## config.mk

```make
export PLATFORM = sky130hd
export DESIGN_NAME = gpio_pin_register_block
export DESIGN_NICKNAME = d
export VERILOG_FILES = /design/src/rtl/core/gpr_pkg.sv /design/src/rtl/core/gpr_in_stage.sv /design/src/rtl/core/gpr_core.sv /design/src/rtl/core/gpio_pin_register_block.sv
export SDC_FILE = /design/constraint.sdc
export NUM_CORES = 1
export LEC_CHECK = 0
export BUFFER_PORTS_ARGS = -buffer_cell sky130_fd_sc_hd__buf_2
export CAP_MARGIN = 20
export CORE_UTILIZATION = 47
export DETAILED_ROUTE_END_ITERATION = 10
export GPL_TIMING_DRIVEN = 0
export PLACE_DENSITY = 0.66
export SLEW_MARGIN = 20
export SYNTH_ARGS = -nofsm -noshare
export SYNTH_HDL_FRONTEND = slang
export SYNTH_HIERARCHICAL = 1
export SYNTH_SLANG_ARGS = --single-unit
```

## constraint.sdc

```tcl
create_clock -name clk -period 6.8 [get_ports clk]
set_input_delay 1.02 -clock clk [delete_from_list [all_inputs] [get_ports clk]]
set_output_delay 1.02 -clock clk [all_outputs]
set_load 0.005 [all_outputs]
```

## src/rtl/core/gpr_pkg.sv

```systemverilog
// Package for the GPIO pin register block: register offsets, function codes
// and the access request type passed between the pipeline stages.
// No dependencies.
`default_nettype none

package gpr_pkg;

    // Geometry of the function-select words.
    localparam int FSEL_WORDS      = 4;
    localparam int FIELDS_PER_WORD = 10;
    localparam int FSEL_BITS       = 30;

    // Field widths fixed by the bus.
    localparam int OFFSET_W = 6;
    localparam int DATA_W   = 32;
    localparam int PULL_W   = 2;

    // Access kinds.
    localparam logic KIND_READ  = 1'b0;
    localparam logic KIND_WRITE = 1'b1;

    // Register word offsets.
    localparam logic [OFFSET_W-1:0] OFF_FSEL0   = 6'd0;
    localparam logic [OFFSET_W-1:0] OFF_FSEL1   = 6'd1;
    localparam logic [OFFSET_W-1:0] OFF_FSEL2   = 6'd2;
    localparam logic [OFFSET_W-1:0] OFF_FSEL3   = 6'd3;
    localparam logic [OFFSET_W-1:0] OFF_SET     = 6'd7;
    localparam logic [OFFSET_W-1:0] OFF_CLR     = 6'd10;
    localparam logic [OFFSET_W-1:0] OFF_LEV     = 6'd13;
    localparam logic [OFFSET_W-1:0] OFF_PULL    = 6'd37;
    localparam logic [OFFSET_W-1:0] OFF_PULLCLK = 6'd38;

    // Function code that makes a pin an output.
    localparam logic [2:0] CODE_OUTPUT = 3'b001;

    // One bus access as it moves from the input stage to the register core.
    typedef struct packed {
        logic                kind;
        logic [OFFSET_W-1:0] word_offset;
        logic [DATA_W-1:0]   write_data;
        logic [DATA_W-1:0]   pin_levels;
    } req_t;

endpackage

`default_nettype wire

```

## src/rtl/core/gpr_in_stage.sv

```systemverilog
// Input register stage of the GPIO pin register block.
// Captures one access transfer per cycle unless the core stalls it; depends on gpr_pkg.
`default_nettype none

module gpr_in_stage (
    input  wire logic        clk,
    input  wire logic        rst_n,
    input  wire logic        s_tvalid,
    output logic             s_tready,
    input  wire logic [71:0] s_tdata,   // word_offset[5:0], write_data[37:6],
                                        // pin_levels[69:38], zero fill[71:70]
    input  wire logic [0:0]  s_tuser,   // kind[0]
    output logic             req_valid,
    output gpr_pkg::req_t    req,
    input  wire logic        req_ready
);
    import gpr_pkg::*;

    logic valid_reg;
    req_t req_reg;

    // The stage takes a new transfer when empty or when its item moves on.
    assign s_tready  = !valid_reg || req_ready;
    assign req_valid = valid_reg;
    assign req       = req_reg;

    // Valid flag.
    always_ff @(posedge clk or negedge rst_n)
    begin
        if (!rst_n)
        begin
            valid_reg <= 1'b0;
        end
        else if (s_tready)
        begin
            valid_reg <= s_tvalid;
        end
    end

    // Payload capture.
    always_ff @(posedge clk)
    begin
        if (s_tvalid && s_tready)
        begin
            req_reg.kind        <= s_tuser[0];
            req_reg.word_offset <= s_tdata[5:0];
            req_reg.write_data  <= s_tdata[37:6];
            req_reg.pin_levels  <= s_tdata[69:38];
        end
    end

endmodule

`default_nettype wire

```

## src/rtl/core/gpr_core.sv

```systemverilog
// Register core of the GPIO pin register block: pin state, access decode
// and the result register.  Depends on gpr_pkg.
`default_nettype none

module gpr_core #(
    parameter int NUM_PINS = 32
) (
    input  wire logic           clk,
    input  wire logic           rst_n,
    input  wire logic           req_valid,
    input  wire gpr_pkg::req_t  req,
    output logic                req_ready,
    output logic                m_tvalid,
    input  wire logic           m_tready,
    output logic [159:0]        m_tdata
);
    import gpr_pkg::*;

    localparam logic [DATA_W-1:0] PIN_MASK = DATA_W'((64'd1 << NUM_PINS) - 64'd1);

    logic [FSEL_BITS-1:0] fsel_reg  [FSEL_WORDS];
    logic [FSEL_BITS-1:0] fsel_next [FSEL_WORDS];
    logic [FSEL_BITS-1:0] fsel_mask [FSEL_WORDS];
    logic [DATA_W-1:0]    latch_reg, latch_next;
    logic [PULL_W-1:0]    ctrl_reg, ctrl_next;
    logic [PULL_W-1:0]    pull_reg  [NUM_PINS];
    logic [PULL_W-1:0]    pull_next [NUM_PINS];
    logic [DATA_W-1:0]    oe;
    logic [2*DATA_W-1:0]  pulls;
    logic [DATA_W-1:0]    rd;
    logic                 advance;
    logic                 wr;
    logic                 out_valid_reg;
    logic [159:0]         out_data_reg;

    // An item moves into the result register when that register is free.
    assign req_ready = !out_valid_reg || m_tready;
    assign advance   = req_valid && req_ready;
    assign wr        = (req.kind == KIND_WRITE);

    // Function-select bits that belong to existing pins.
    for (genvar w = 0; w < FSEL_WORDS; w++)
    begin : g_mask_word
        for (genvar f = 0; f < FIELDS_PER_WORD; f++)
        begin : g_mask_field
            assign fsel_mask[w][3*f +: 3] =
                (w * FIELDS_PER_WORD + f < NUM_PINS) ? 3'b111 : 3'b000;
        end
    end

    // Next state for a write access.
    always_comb
    begin
        fsel_next  = fsel_reg;
        latch_next = latch_reg;
        ctrl_next  = ctrl_reg;
        pull_next  = pull_reg;
        if (advance && wr)
        begin
            case (req.word_offset)
                OFF_FSEL0, OFF_FSEL1, OFF_FSEL2, OFF_FSEL3:
                begin
                    fsel_next[req.word_offset[1:0]] =
                        req.write_data[FSEL_BITS-1:0] & fsel_mask[req.word_offset[1:0]];
                end
                OFF_SET:
                begin
                    latch_next = (latch_reg | req.write_data) & PIN_MASK;
                end
                OFF_CLR:
                begin
                    latch_next = latch_reg & ~req.write_data & PIN_MASK;
                end
                OFF_PULL:
                begin
                    ctrl_next = req.write_data[PULL_W-1:0];
                end
                OFF_PULLCLK:
                begin
                    for (int n = 0; n < NUM_PINS; n++)
                    begin
                        if (req.write_data[n])
                        begin
                            pull_next[n] = ctrl_reg;
                        end
                    end
                end
                default:
                begin
                    fsel_next = fsel_reg;
                end
            endcase
        end
    end

    // Output enables and packed pull bits as they stand after the access.
    for (genvar n = 0; n < DATA_W; n++)
    begin : g_pin
        if (n < NUM_PINS)
        begin : g_live
            assign oe[n] = (fsel_next[n / FIELDS_PER_WORD][3*(n % FIELDS_PER_WORD) +: 3]
                            == CODE_OUTPUT);
            assign pulls[2*n +: 2] = pull_next[n];
        end
        else
        begin : g_absent
            assign oe[n]           = 1'b0;
            assign pulls[2*n +: 2] = 2'b00;
        end
    end

    // Read data for a read access.
    always_comb
    begin
        rd = '0;
        if (!wr)
        begin
            case (req.word_offset)
                OFF_FSEL0, OFF_FSEL1, OFF_FSEL2, OFF_FSEL3:
                begin
                    rd = DATA_W'(fsel_next[req.word_offset[1:0]]);
                end
                OFF_LEV:
                begin
                    rd = ((latch_next & oe) | (req.pin_levels & ~oe)) & PIN_MASK;
                end
                OFF_PULL:
                begin
                    rd = DATA_W'(ctrl_next);
                end
                default:
                begin
                    rd = '0;
                end
            endcase
        end
    end

    // Pin state registers.
    always_ff @(posedge clk or negedge rst_n)
    begin
        if (!rst_n)
        begin
            for (int w = 0; w < FSEL_WORDS; w++)
            begin
                fsel_reg[w] <= '0;
            end
            latch_reg <= '0;
            ctrl_reg  <= '0;
            for (int n = 0; n < NUM_PINS; n++)
            begin
                pull_reg[n] <= '0;
            end
        end
        else
        begin
            fsel_reg  <= fsel_next;
            latch_reg <= latch_next;
            ctrl_reg  <= ctrl_next;
            pull_reg  <= pull_next;
        end
    end

    // Result valid flag.
    always_ff @(posedge clk or negedge rst_n)
    begin
        if (!rst_n)
        begin
            out_valid_reg <= 1'b0;
        end
        else if (req_ready)
        begin
            out_valid_reg <= req_valid;
        end
    end

    // Result payload.
    always_ff @(posedge clk)
    begin
        if (advance)
        begin
            out_data_reg <= {pulls, oe, latch_next, rd};
        end
    end

    assign m_tvalid = out_valid_reg;
    assign m_tdata  = out_data_reg;

endmodule

`default_nettype wire

```

## src/rtl/core/gpio_pin_register_block.sv

```systemverilog
// Top level of the GPIO pin register block.
// Instantiates gpr_in_stage and gpr_core; depends on gpr_pkg.
//
// A bank of NUM_PINS general purpose pins behind word-addressed registers.
// Each access transfer on the slave side gives exactly one result transfer
// on the master side, and a new access can be accepted in every cycle while
// the master side is not stalled. An access passes through two register
// stages: the input register, and the result register, which is loaded in
// the same cycle the access updates the pin state. Results report the
// pin-side signals as they stand after the access, and reads at offset 13
// use the pin levels carried with the access.
`default_nettype none

module gpio_pin_register_block #(
    parameter int NUM_PINS = 32
) (
    input  wire logic         clk,
    input  wire logic         rst_n,
    input  wire logic         s_tvalid,
    output logic              s_tready,
    input  wire logic [71:0]  s_tdata,   // word_offset[5:0], write_data[37:6],
                                         // pin_levels[69:38], zero fill[71:70]
    input  wire logic [0:0]   s_tuser,   // kind[0]: 0 read, 1 write
    output logic              m_tvalid,
    input  wire logic         m_tready,
    output logic [159:0]      m_tdata    // read_data[31:0], pin_drive[63:32],
                                         // pin_output_enable[95:64],
                                         // pull_state[159:96]
);
    import gpr_pkg::*;

    logic req_valid;
    logic req_ready;
    req_t req;

    // Input register.
    gpr_in_stage u_in_stage (
        .clk       (clk),
        .rst_n     (rst_n),
        .s_tvalid  (s_tvalid),
        .s_tready  (s_tready),
        .s_tdata   (s_tdata),
        .s_tuser   (s_tuser),
        .req_valid (req_valid),
        .req       (req),
        .req_ready (req_ready)
    );

    // Pin state and result register.
    gpr_core #(
        .NUM_PINS (NUM_PINS)
    ) u_core (
        .clk       (clk),
        .rst_n     (rst_n),
        .req_valid (req_valid),
        .req       (req),
        .req_ready (req_ready),
        .m_tvalid  (m_tvalid),
        .m_tready  (m_tready),
        .m_tdata   (m_tdata)
    );

endmodule

`default_nettype wire

```

* After elaboration in Yosys (flattened, before gate mapping)
Cells that the tools add are included.
Storage, ports and cells: register bits 451
Operators by class: order comparisons 2, eq/ne operators 40, mux-type cells 50, bitwise logic cells 9, reduce and logical (&&, ||, !) cells 10
Operators by type and width (number):
- $mux 120 | 2
- $mux 30 | 5
- $mux 64 | 2
- $bmux 30 s2 | 2
- $bwmux 120 | 1
- $and 32x32->32 | 3
- $eq 3x1->1 const B | 32
- $pmux 32 s3 | 1
- $mux 2 | 34
- $not 32->32 | 2
- $or 32x32->32 | 2
- $pmux 32 s2 | 1
- $demux 30 s2 | 1
- $mux 32 | 1
- $and 30x30->30 | 1
- $eq 6x2->1 const B | 2
- $eq 6x4->1 const B | 2
- $eq 6x6->1 const B | 2
- $eq 6x1->1 const B | 1
- $eq 6x3->1 const B | 1
- $logic_not 6->1 | 1
- $logic_and 1x1->1 | 4
- $reduce_or 4->1 | 1
- $ge 3x3->1 const B | 1
- other kinds (4) | 6

* Depth between registers and ports, before layout
depth in word-level cells 13, depth in mapped cells 8, depth with buffers taken out 6

* Cells and area by module
The synthesis kept the hierarchy.
Modules (own cells, without submodules):
- gpr_core | instances 1, cells an instance 1117, area each 15849.0 µm², sequential area each 10284.9 µm²
- gpr_in_stage | instances 1, cells an instance 75, area each 2185.8 µm², sequential area each 2157.1 µm²

* Worst setup path before layout
No wires, ideal clock.
path type input to register, start point input m_tready, end point register u_core.out_data_reg[0] (netlist: u_core/m_tdata[0]), enable pin, library setup time 538 ps, arrival 5382 ps, setup slack 879 ps, stages on the path 5, path buffers 2, path through nor2b_1 > buf_4 > clkinv_1 > clkbuf_1 > and2_1
On the way: word-level cells in the longest chain between the ends 2
RTL lines:
- start, declared | line gpio_pin_register_block.sv:25 | input wire logic m_tready,
- $logic_or 1x1->1 | line gpr_core.sv:37 | assign req_ready = !out_valid_reg || m_tready;
- named net req_ready | line gpio_pin_register_block.sv:33 | logic req_ready;
- $logic_and 1x1->1 | line gpr_core.sv:38 | assign advance = req_valid && req_ready;
- end signal, assigned | line gpr_core.sv:182 | out_data_reg <= {pulls, oe, latch_next, rd};
- end, declared | line gpr_core.sv:34 | logic [159:0] out_data_reg;
The timed path passes the listed nets, and every way through them passes these cells. A chain may end at the register's enable or synchronous reset.

* Final worst setup path
start point input m_tready, end point output s_tready
On the way: word-level cells in the longest chain between the ends 2
RTL lines:
- $logic_or 1x1->1 | line gpr_core.sv:37
- named net req_ready | line gpio_pin_register_block.sv:33
- $logic_or 1x1->1 | line gpr_in_stage.sv:23 | assign s_tready = !valid_reg || req_ready;
- end, declared | line gpio_pin_register_block.sv:20 | output logic s_tready,
The timed path passes the listed nets, and every way through them passes these cells.

==> reports/metrics.sh <==
PORT_BUFFERS=236
YOSYSSEQAREASHARE_PCT=69.0
CTS_MADE_BUFFERS=46
DETAIL_ROUTE.DRC_VIOLATIONS=0
MAX_CAP_VIOL_COUNT=0
DRTITER0DRC=970
SYNTH-SEQ-CELLS=451
CRITICAL_PATH.TOP_DELAY_FAMILY='buffers and inverters'
YS_WARN_COUNT=6
TIGHTESTPINTRANSITION_NS=1.06
PROPORTION_OF_SYNTHESIZED_FLIP_FLOPS_HAVING_ASYNCHRONOUS_SET_OR_RESET_PCT=48.8
LARGEST_FANOUT_OF_ANY_NET_ON_THE_CRITICAL_PATH=10
DPL_CELL_AREA_MM2=0.0200
POST_SYNTH_EDFFS=231
SEQ_POWER_SHARE_PCT=51.2
LARGEST_STAGE_DELAY_ON_THE_CRITICAL_PATH_NS=0.54
R2R_SETUP_SLACK_NS=3.29
POST_CTS_RESIZE_COUNT=0
POSTSYNTHCELLCOUNT=1192
GR-USAGE-ALL-LAYERS_PCT=27.0
POST_SYNTH_MAIN_AREA_CONTRIBUTORS='sky130_fd_sc_hd__edfxtp_1 (38%), sky130_fd_sc_hd__dfrtp_1 (31%), sky130_fd_sc_hd__mux2_2 (11%)'
CP.REQUIRED_NS=5.78
CLOCK_LATENCY_NS=0.57
WL_PER_CELL_UM=25.6
SETUP_VIOL=0
DIE_AREA_MM2=0.0392
OUTCOME='completed'
SYNTHDISTINCTLIBCELLS=54
SLOWEST_STAGE_CELL_ON_THE_CRITICAL_PATH='sky130_fd_sc_hd__nor2b_1'
CLOCK_SLEW_AT_THE_REGISTER_CLOCK_PINS_OF_THE_WORST_SETUP_AND_HOLD_PATHS_NS=0.06
CRITICAL_PATH_CELL_SEQUENCE='buf_2 -> nor2b_1 -> buf_4 -> clkinv_1 -> clkbuf_1 -> nand2b_4 -> buf_2'
MIN-DELAY-PATH-CLASS='primary input to asynchronous set/reset pin'
YOSYS.AREA.TOP_TYPE_SHARE_PCT=38.5
RELSLEWSLACK_PCT=29.7
CELL_TYPE_WITH_THE_HIGHEST_AGGREGATE_AREA_IN_THE_NETLIST='sky130_fd_sc_hd__edfxtp_1'
DPL.HPWL_UM=36100
DOMINANT_CELL_TYPE_BY_COUNT_ON_THE_CRITICAL_PATH='sky130_fd_sc_hd__buf_2'
AREA_GROWTH_SYN_TO_LAYOUT_PCT=19.4
SYNTHESIZED_CELL_AREA_MM2=0.0180
POST_SYN_NETS=1269
SHORTEST_PERIOD_THE_WORST_PATH_ALLOWS_NS=4.01
INITIAL_UTILIZATION_PCT=47.8
CTS-ROOT-TO-SINK-BUFFERS=3
CELLPOWERDENSITY_mW_PER_MM2=287
REPORT.FINAL.SLEW_VIOL_COUNT=0
LOGIC_DEPTH_OF_THE_WORST_REGISTER_TO_REGISTER_PATH=7
DIE_Y_UM=198
TIMING.CRITICAL_PATH.ARRIVAL_NS=2.99
DRIVE_ABOVE_1_SHARE_PCT=37.7
SYN_AVG_CELL_AREA_UM2=15.1
CTS_TREE='yes'
UTILIZATION_PCT=57.0
WORSTSETUPPATHTYPE='primary input to output port'
LARGEST_REGISTER_FF_COUNT=160
FP.DIEW_UM=198
CTS_MAX_LEVEL=2
START_KIND='primary input'
ROUTED_VIA_DENSITY=5.79
LAYOUT.CELL_AREA.NON_FILLER_MM2=0.0215
POSTROUTEWIRELENGTH_UM=51900
PLACE_CONGESTION=0.927
IRDROPWORSTVDD_uV=190
DESIGN.PORTCOUNT=239
FINAL_CELL_MIX='sky130_fd_sc_hd__buf_2 (245), sky130_fd_sc_hd__edfxtp_1 (231), sky130_fd_sc_hd__dfrtp_1 (220)'
SW_FRAC_OF_TOTAL_PCT=24.0
POWER_SWITCHING_W=0.00148
POST-ROUTE-PERIOD-UTIL_PCT=59.0
ANTENNA_FOUND_INITIAL=2
CTS.SINK_COUNT=451
DETAIL-ROUTE-ANTENNA-NETS=0
CTS.ROOT.BUFFER_CELL='sky130_fd_sc_hd__clkbuf_16'
CRITICAL_PATH.N_BUFFERS_INVERTERS=5
POST_CTS_HOLD_BUFFER_COUNT=0
FMAX_GHz=0.249
CLOCK_POWER_SHARE_PCT=41.1
TIMING.CRITICAL_PATH.TO_TYPE='output port'
POWER_LEAKAGE_nW=9.34
NETS=1558
CRITICAL_PATH.REG2REG.ENDPOINT='u_core/m_tdata[26]'
PART_OF_THE_TOTAL_POWER_DISSIPATED_IN_COMBINATIONAL_LOGIC_PCT=7.8
VIAS=11745
FINAL-HOLD-VIOLATION-COUNT=0
REGTOREGSTARTPOINT='u_in_stage/req[64]'
DRTPASS1ITERATIONS=5
GLOBAL_ROUTE.OVERFLOW_TOTAL=0
POST-CTS-SETUP-BUFFERS=0
CLOCK_SKEW_NS=0.0151
NUMBER_OF_FILLER_INSTANCES_IN_THE_FINAL_LAYOUT=3026
ROWS=71
POWER.INTERNAL_W=0.00470
SYNTH_TOP_FLOP_CELL='sky130_fd_sc_hd__edfxtp_1'
LARGEST_NET_DEGREE_AT_THE_START_OF_GLOBAL_ROUTING=95
UNREPAIRED_SETUP_ENDPOINTS_AFTER_GLOBAL_ROUTING='false'
MOST_FREQUENT_STANDARD_CELL_IN_THE_LAYOUT_EXCLUDING_FILL_AND_TAP_CELLS='sky130_fd_sc_hd__buf_2'
GRT_PASS1_WL_UM=75800
COREAREA_MM2=0.0378
NUMBER_OF_GLOBAL_ROUTE_VIAS_BEFORE_REPAIR=11572
## logic make-up after synthesis
family                 count (synthesis)  share of synthesized area, %
AO/OA/AOI/OAI                        188                          6.83
buffers and inverters                 73                          1.91
flip-flops                           451                          69.0
multiplexers                         237                          15.3
AND/OR/NAND/NOR                      243                          6.96
## cell type report
cell class | instances | area (um2) | area share (%)
timing repair buffer | 241 | 1310 | 6.07
inverter | 10 | 37.5 | 0.174
antenna | 1 | 2.50 | 0.0116
clock buffer | 55 | 1270 | 5.89
clock inverter | 30 | 268 | 1.24
multi-input combinational | 668 | 5270 | 24.4
sequential | 451 | 12400 | 57.8
tap | 511 | 639 | 2.97
buffer | 63 | 308 | 1.43
## through the flow
| stage | power [W] | hold slack (ns) | TNS (ns) | setup WS [ns] | instances |
|---|---|---|---|---|---|
| floorplan | 0.00343 | 0.459 | 0 | 0.879 | 1192 |
| global placement | 0.00369 | 0.478 | -225.48 | -1.45 | 1939 |
| detailed placement | 0.00369 | 0.480 | 0 | 2.77 | 1944 |
| CTS | 0.00623 | 0.429 | 0 | 2.85 | 2029 |
| global route | 0.00639 | 0.460 | 0 | 2.76 | 2030 |
| finish | 0.00619 | 0.416 | 0 | 2.79 | 2030 |
## layer usage
layer / vias to the layer above / track usage [%] / part of all wire [%] / routed length (um)
met5: - / 0 / 0 / 0
met4: 0 / 10.9 / 3.3 / 1730
met3: 97 / 4.33 / 7.4 / 3820
met2: 543 / 42.3 / 47 / 24300
met1: 6053 / 37.7 / 43 / 22100
li1: 5052 / - / - / -
## worst reg2reg max path, delay by kind of cell, from the launching register on
kind            cells  cell delay [ns]
flops               1             0.39
compound gates      3             0.82
simple gates        2             1.26
buf+inv             2             0.77
## power by group through the flow
stage | sequential, W | clock [W] | combinational [W]
final | 0.00316 | 0.00254 | 0.000481
after global routing | 0.00318 | 0.00269 | 0.000518
after CTS | 0.00316 | 0.00258 | 0.000480
after detailed placement | 0.00321 | 0 | 0.000477
after global placement | 0.00323 | 0 | 0.000458
after floorplan | 0.00320 | 0 | 0.000232
## Yosys cell counts, types with 10 or more instances
master,number
sky130_fd_sc_hd__a31oi_1,12
sky130_fd_sc_hd__edfxtp_1,231
sky130_fd_sc_hd__dfrtp_1,220
sky130_fd_sc_hd__clkbuf_1,38
sky130_fd_sc_hd__o21ai_0,88
sky130_fd_sc_hd__mux4_2,12
sky130_fd_sc_hd__nor2b_1,27
sky130_fd_sc_hd__or3b_2,10
sky130_fd_sc_hd__nand2_1,60
sky130_fd_sc_hd__o22ai_1,15
sky130_fd_sc_hd__nor2_1,76
sky130_fd_sc_hd__a31o_2,10
sky130_fd_sc_hd__o211a_1,18
sky130_fd_sc_hd__mux2_2,179
sky130_fd_sc_hd__nand3_1,33
sky130_fd_sc_hd__mux2i_1,40
## worst max path at each step
| stage | startpoint | endpoint | cells past startpoint |
|---|---|---|---|
| finish | m_tready | s_tready | 7 |
| global route | m_tready | s_tready | 7 |
| CTS | m_tready | s_tready | 7 |
| detailed placement | m_tready | u_core/m_tdata[47] | 8 |
| global placement | m_tready | u_core/m_tdata[86] | 6 |
| floorplan | m_tready | u_core/m_tdata[0] | 5 |
(Power assumes the default switching activity.)
